===== src/rtl/ptu_ram.sv =====
// Simple dual-port RAM with registered read.
`default_nettype none
module ptu_ram #(
  parameter int unsigned WIDTH = 32,
  parameter int unsigned DEPTH = 16
) (
  input  wire logic                                    clk,
  input  wire logic                                    we,
  input  wire logic [((DEPTH > 1) ? $clog2(DEPTH) : 1)-1:0] waddr,
  input  wire logic [WIDTH-1:0]                        wdata,
  input  wire logic [((DEPTH > 1) ? $clog2(DEPTH) : 1)-1:0] raddr,
  output logic      [WIDTH-1:0]                        rdata
);

  logic [WIDTH-1:0] mem [DEPTH];

  always_ff @(posedge clk) begin
    if (we) begin
      mem[waddr] <= wdata;
    end
    rdata <= mem[raddr];
  end

endmodule
`default_nettype wire


===== config.mk =====
export PLATFORM = sky130hd
export DESIGN_NAME = ptu_ram
export DESIGN_NICKNAME = d
export VERILOG_FILES = /design/src/rtl/ptu_ram.sv
export SDC_FILE = /design/constraint.sdc
export NUM_CORES = 1
export LEC_CHECK = 0
export BUFFER_PORTS_ARGS = -buffer_cell sky130_fd_sc_hd__buf_2
export CAP_MARGIN = 20
export CORE_MARGIN = 2
export CORE_UTILIZATION = 55
export CTS_CLUSTER_DIAMETER = 50
export DETAILED_ROUTE_END_ITERATION = 16
export PLACE_DENSITY = 0.82
export SETUP_SLACK_MARGIN = 0.4
export SLEW_MARGIN = 30
export SYNTH_ARGS = -nofsm -noshare
export SYNTH_HDL_FRONTEND = slang
export SYNTH_SLANG_ARGS = --single-unit

===== constraint.sdc =====
create_clock -name clk -period 6.4 [get_ports clk]
set_input_delay 0.64 -clock clk [delete_from_list [all_inputs] [get_ports clk]]
set_output_delay 0.64 -clock clk [all_outputs]
set_load 0.01 [all_outputs]

Yosys cells after proc, flatten, opt, wreduce, memory -nomap -nowiden
Memory sizes are Yosys's and may differ from the RTL's. A register that Yosys moved wholly into a read port is not among the register bits.
Cells that the tools add are included.
{ "classes": {"n_mux": 2} }
{ "op_table": {"columns": ["cell", "count"], "rows": [
  ["$mux 1", 2]
]} }
{ "word_totals": {"ff_bits": 0, "ram_bits": 512, "in_bits": 42, "output_inout_bits": 32, "wordCells": 3, "memories": 1} }
{ "mem_list": {"columns": ["name", "words", "word_bits", "rd", "rd_ports_with_merged_regs", "wr", "line_no", "text"], "rows": [
  ["mem", 16, 32, 1, 1, 1, "15", "logic [WIDTH-1:0] mem [DEPTH];"]
]} }

Longest topological paths before layout
{ "depth": {"word_depth": 2, "ltp_mapped": 5, "ltp_nobuf": 3} }

Least setup slack after synthesis
No wires, ideal clock.
{ "synth_timing": {"kind": "input port to flip-flop", "from": "in waddr[2] in the netlist's numbering", "to": "mem mem[0][0] (enable)", "setup_ns": 0.461, "arrival_time_ns": 3.358, "required_time_ns": 5.939, "setup_slack_ns": 2.580, "cell_stages": 2, "path_buffers": 0, "path_cell_list": "or3b_2 -> nor3_1"} }
{ "synth_lines": {"columns": ["element", "line_no", "text"], "rows": [
  ["from (decl)", "9", "input wire logic [((DEPTH > 1) ? $clog2(DEPTH) : 1)-1:0] waddr,"],
  ["to (decl)", "15", null]
]} }
No word-level cell before the write port.

==> results.md <==
* Overall via count from detail_route at 9328
* Worst setup margin at 3.913 ns
* Final #Nets at 988
* Post-CTS Setup Bufs at 0
* RSZ-0062 raised after global routing: false
* Netlist Area Pre-Place at 0.01985 mm2
* RR Startpoint: mem[8][21]
* Worst setup path category: in2reg
* Status: complete, no violations
* Maximum VDD drop at 259.5 uV
* Slew @ Worst Pin at 0.9584 ns
* Horizontal die dimension at 194.0 um
* Maximum root-to-sink buffer count at 3
* Fraction of layout instances using a drive strength above 1 at 0.3232
* Placer Congestion at 0.7102
* Final routed wirelength across all metal layers at 43.88 mm
* Setup Viol. Count Final at 0
* TritonCTS clock tree: yes
* Clock H-tree levels at 2
* Die outline height at 194.0 um
* Number of standard cells after synthesis at 838
* I/O pin count at 74
* Min cycle time layout at 2.487 ns
* Hold_ws at 0.4522 ns
* Number of standard-cell rows in the floorplan at 69
* Number of failing hold endpoints at the final stage at 0
* Leakage Power at 7.278 nW
* Average size of a mapped cell at 23.69 um2
* Number of sinks driven by the clock tree at 544
* Type of element capturing the critical path: flop
* Gate power share at 0.048
* Pre-CTS setup slack at 3.422 ns
* Area of the die at 0.03763 mm2
* CTS Hold Buffers Added at 0
* Total of buffers placed on input and output ports at 73
* Hold path start: wdata[25]
* Area share of fa/ha/maj cells after synthesis at 0
* Internal Dissipation at 0.005898 W
* Total clock buffers created by CTS at 52
* Layout Skew at 0.008608 ns
* Ys Warns at 0
* Highest attainable clock frequency at 0.4021 GHz
* Max-slew headroom at 0.3611
* Number of violations reported at the end of detailed-routing iteration 0 at 1295
* Routed wire per std cell at 30.26 um
* Initial antenna violation count at 3
* Fraction of power spent switching nets at 0.2016
* Overall global routing resource usage at 0.2370
* Area grow syn2layout at 13.90%
* Overall power after layout at 0.007388 W
* Hold crit path type: in2reg
* Placed wire-length estimate after detailed placement at 21.56 mm
* Worst endpoint data arrival time at 2.91 ns
* Number of unique standard cell types used by synthesis at 18
* Max-cap check violation count at 0
* Via count of the first global-routing pass at 9968
* Switching component of the power at 0.001490 W
* Share of power burned in registers at 0.543
* Synthesized-area fraction occupied by and/or/nand/nor cells at 0.01273
* Power Density at 326.7 mW/mm2
* Synthesized Nets at 880
* Remaining number of nets flagged by the antenna check after routing at 0
* Parity-gate share of the synthesized area counting xor and xnor cells at 0
* Overflow after GRT at 0
* CTS Root Buffer Type: sky130_fd_sc_hd__clkbuf_16
* Cells after DPL at 1353
* Largest net degree at the start of global routing at 83
* Launching element of the worst setup path: raddr[1]
* Synth Register Bits at 544
* CP Data Required Time at 6.82 ns
* Area of the placeable core at 0.03557 mm2
* Initial cell density of the core at 0.5582
* Combinational family with the most area after synthesis: multiplexers
* Setup TNS at 0 ns
* Share of cell area taken by muxes after synthesis at 0.1452
* Clock edge transition at the registers on the reported setup and hold paths at 0.06 ns
* Router iterations before antenna repair at 5
* Number of pins exceeding their max-slew limit in the final report at 0
* CP max FO at 65
* Gates resized, CTS repair at 0
* Later-pin clock latency in the skew report at 0.56 ns
* First-pass GRT wire length at 64.47 mm
* Filler-free cell count of the finished design at 1450
* Crit start category: input pin
* Share of the synthesized area in compound gates (AO/OA/AOI/OAI) at 0.02420
* # DRC at 0
* Post-detailed-route via-to-cell ratio at 6.433
* Clock group share of total power at 0.410
* Fraction of the yosys area taken by sequential cells at 0.8067
* Final critical-path share of the clock period at 0.3886
==> layout by cell type (no fill, tap or decap), drive strengths merged <==
| cell type | n |
|---|---|
| or3b | 1 |
| nor2b | 2 |
| nor2 | 13 |
| buf | 96 |
| inv | 1 |
| nand3b | 2 |
| clkinvlp | 2 |
| bufinv | 4 |
| dfxtp | 32 |
| nand3 | 1 |
| and2 | 1 |
| mux4 | 128 |
| clkbuf | 82 |
| nand2 | 33 |
| clkinv | 7 |
| diode | 2 |
| a22oi | 64 |
| nand2b | 2 |
| edfxtp | 512 |
| nor3 | 4 |
==> worst max-delay path: stages <==
cell                      delay (ns)
sky130_fd_sc_hd__buf_4          0.71
sky130_fd_sc_hd__buf_4          0.69
sky130_fd_sc_hd__mux4_2         0.43
sky130_fd_sc_hd__a22oi_1        0.27
sky130_fd_sc_hd__nand2_1        0.13
==> final cells by class <==
type                    count  area [um2]
flip-flops and latches    544       16020
fillers                  2248       12960
multi-input cells         251        3757
clock buffers              81        1501
well taps                 461       576.8
repair buffers             97       568.0
clock inverters            14       188.9
diodes                      2       5.005
==> state kept, by name (all words and copies together) (netlist names) <==
| name | flops |
|---|---|
| rdata | 32 |
| mem | 512 |
==> synthesized netlist by cell type <==
cell / count / area (um2)
sky130_fd_sc_hd__edfxtp_1: 512 / 15370
sky130_fd_sc_hd__mux4_2: 128 / 2883
sky130_fd_sc_hd__a22oi_1: 64 / 480.5
sky130_fd_sc_hd__nand2_1: 33 / 123.9
sky130_fd_sc_hd__dfxtp_1: 32 / 640.6
sky130_fd_sc_hd__clkbuf_1: 17 / 63.81
sky130_fd_sc_hd__nor2_1: 13 / 48.80
sky130_fd_sc_hd__buf_4: 11 / 82.58
sky130_fd_sc_hd__buf_1: 9 / 33.78
sky130_fd_sc_hd__buf_2: 4 / 20.02
sky130_fd_sc_hd__nor3_1: 4 / 20.02
sky130_fd_sc_hd__buf_6: 2 / 22.52
sky130_fd_sc_hd__nand2b_1: 2 / 12.51
sky130_fd_sc_hd__nand3b_1: 2 / 15.01
sky130_fd_sc_hd__nor2b_1: 2 / 12.51
sky130_fd_sc_hd__and2_1: 1 / 6.260
sky130_fd_sc_hd__nand3_1: 1 / 5.000
sky130_fd_sc_hd__or3b_2: 1 / 8.760
==> cells by family (layout without fill, tap and decap cells) <==
kind of cell | after synthesis | after routing
flops | 544 | 544
mux | 128 | 128
compound gates | 64 | 64
simple gates | 59 | 59
buf+inv | 43 | 192
other cells | 0 | 2
==> layer usage <==
layer,vias up,global-route usage,share of wire
met5,-,0,0.00030
met1,4853,0.3176,0.36
li1,3786,-,-
met4,2,0.09063,0.039
met3,121,0.05288,0.095
met2,566,0.3866,0.50
==> power groups by stage <==
| stage | Combinational (W) | Sequential, W | Clock, W |
|---|---|---|---|
| finish | 0.000352 | 0.00401 | 0.00303 |
| global route | 0.000378 | 0.00401 | 0.00318 |
| CTS | 0.000354 | 0.00401 | 0.00306 |
| floorplan | 0.000191 | 0.00409 | 0 |
| detailed placement | 0.000347 | 0.00408 | 0 |
| global placement | 0.000336 | 0.00408 | 0 |
==> per-stage QoR <==
| step | area (um2) | utilization |
|---|---|---|
| after floorplan | 19850 | - |
| after global placement | 20900 | 0.5876 |
| after detailed placement | 20910 | 0.5879 |
| after CTS | 22600 | 0.6354 |
| after global routing | 22610 | 0.6357 |
| final | 22610 | 0.6357 |
==> worst paths after layout <==
check | end | slack (ns) | cells after the start
min reg2reg | rdata[7] | 0.67 | 3
max reg2reg | rdata[21] | 4.97 | 3
min | mem[0][25] | 0.45 | 1
max | rdata[19] | 3.91 | 5
Note: power is estimated with default switching activity, not from simulation.
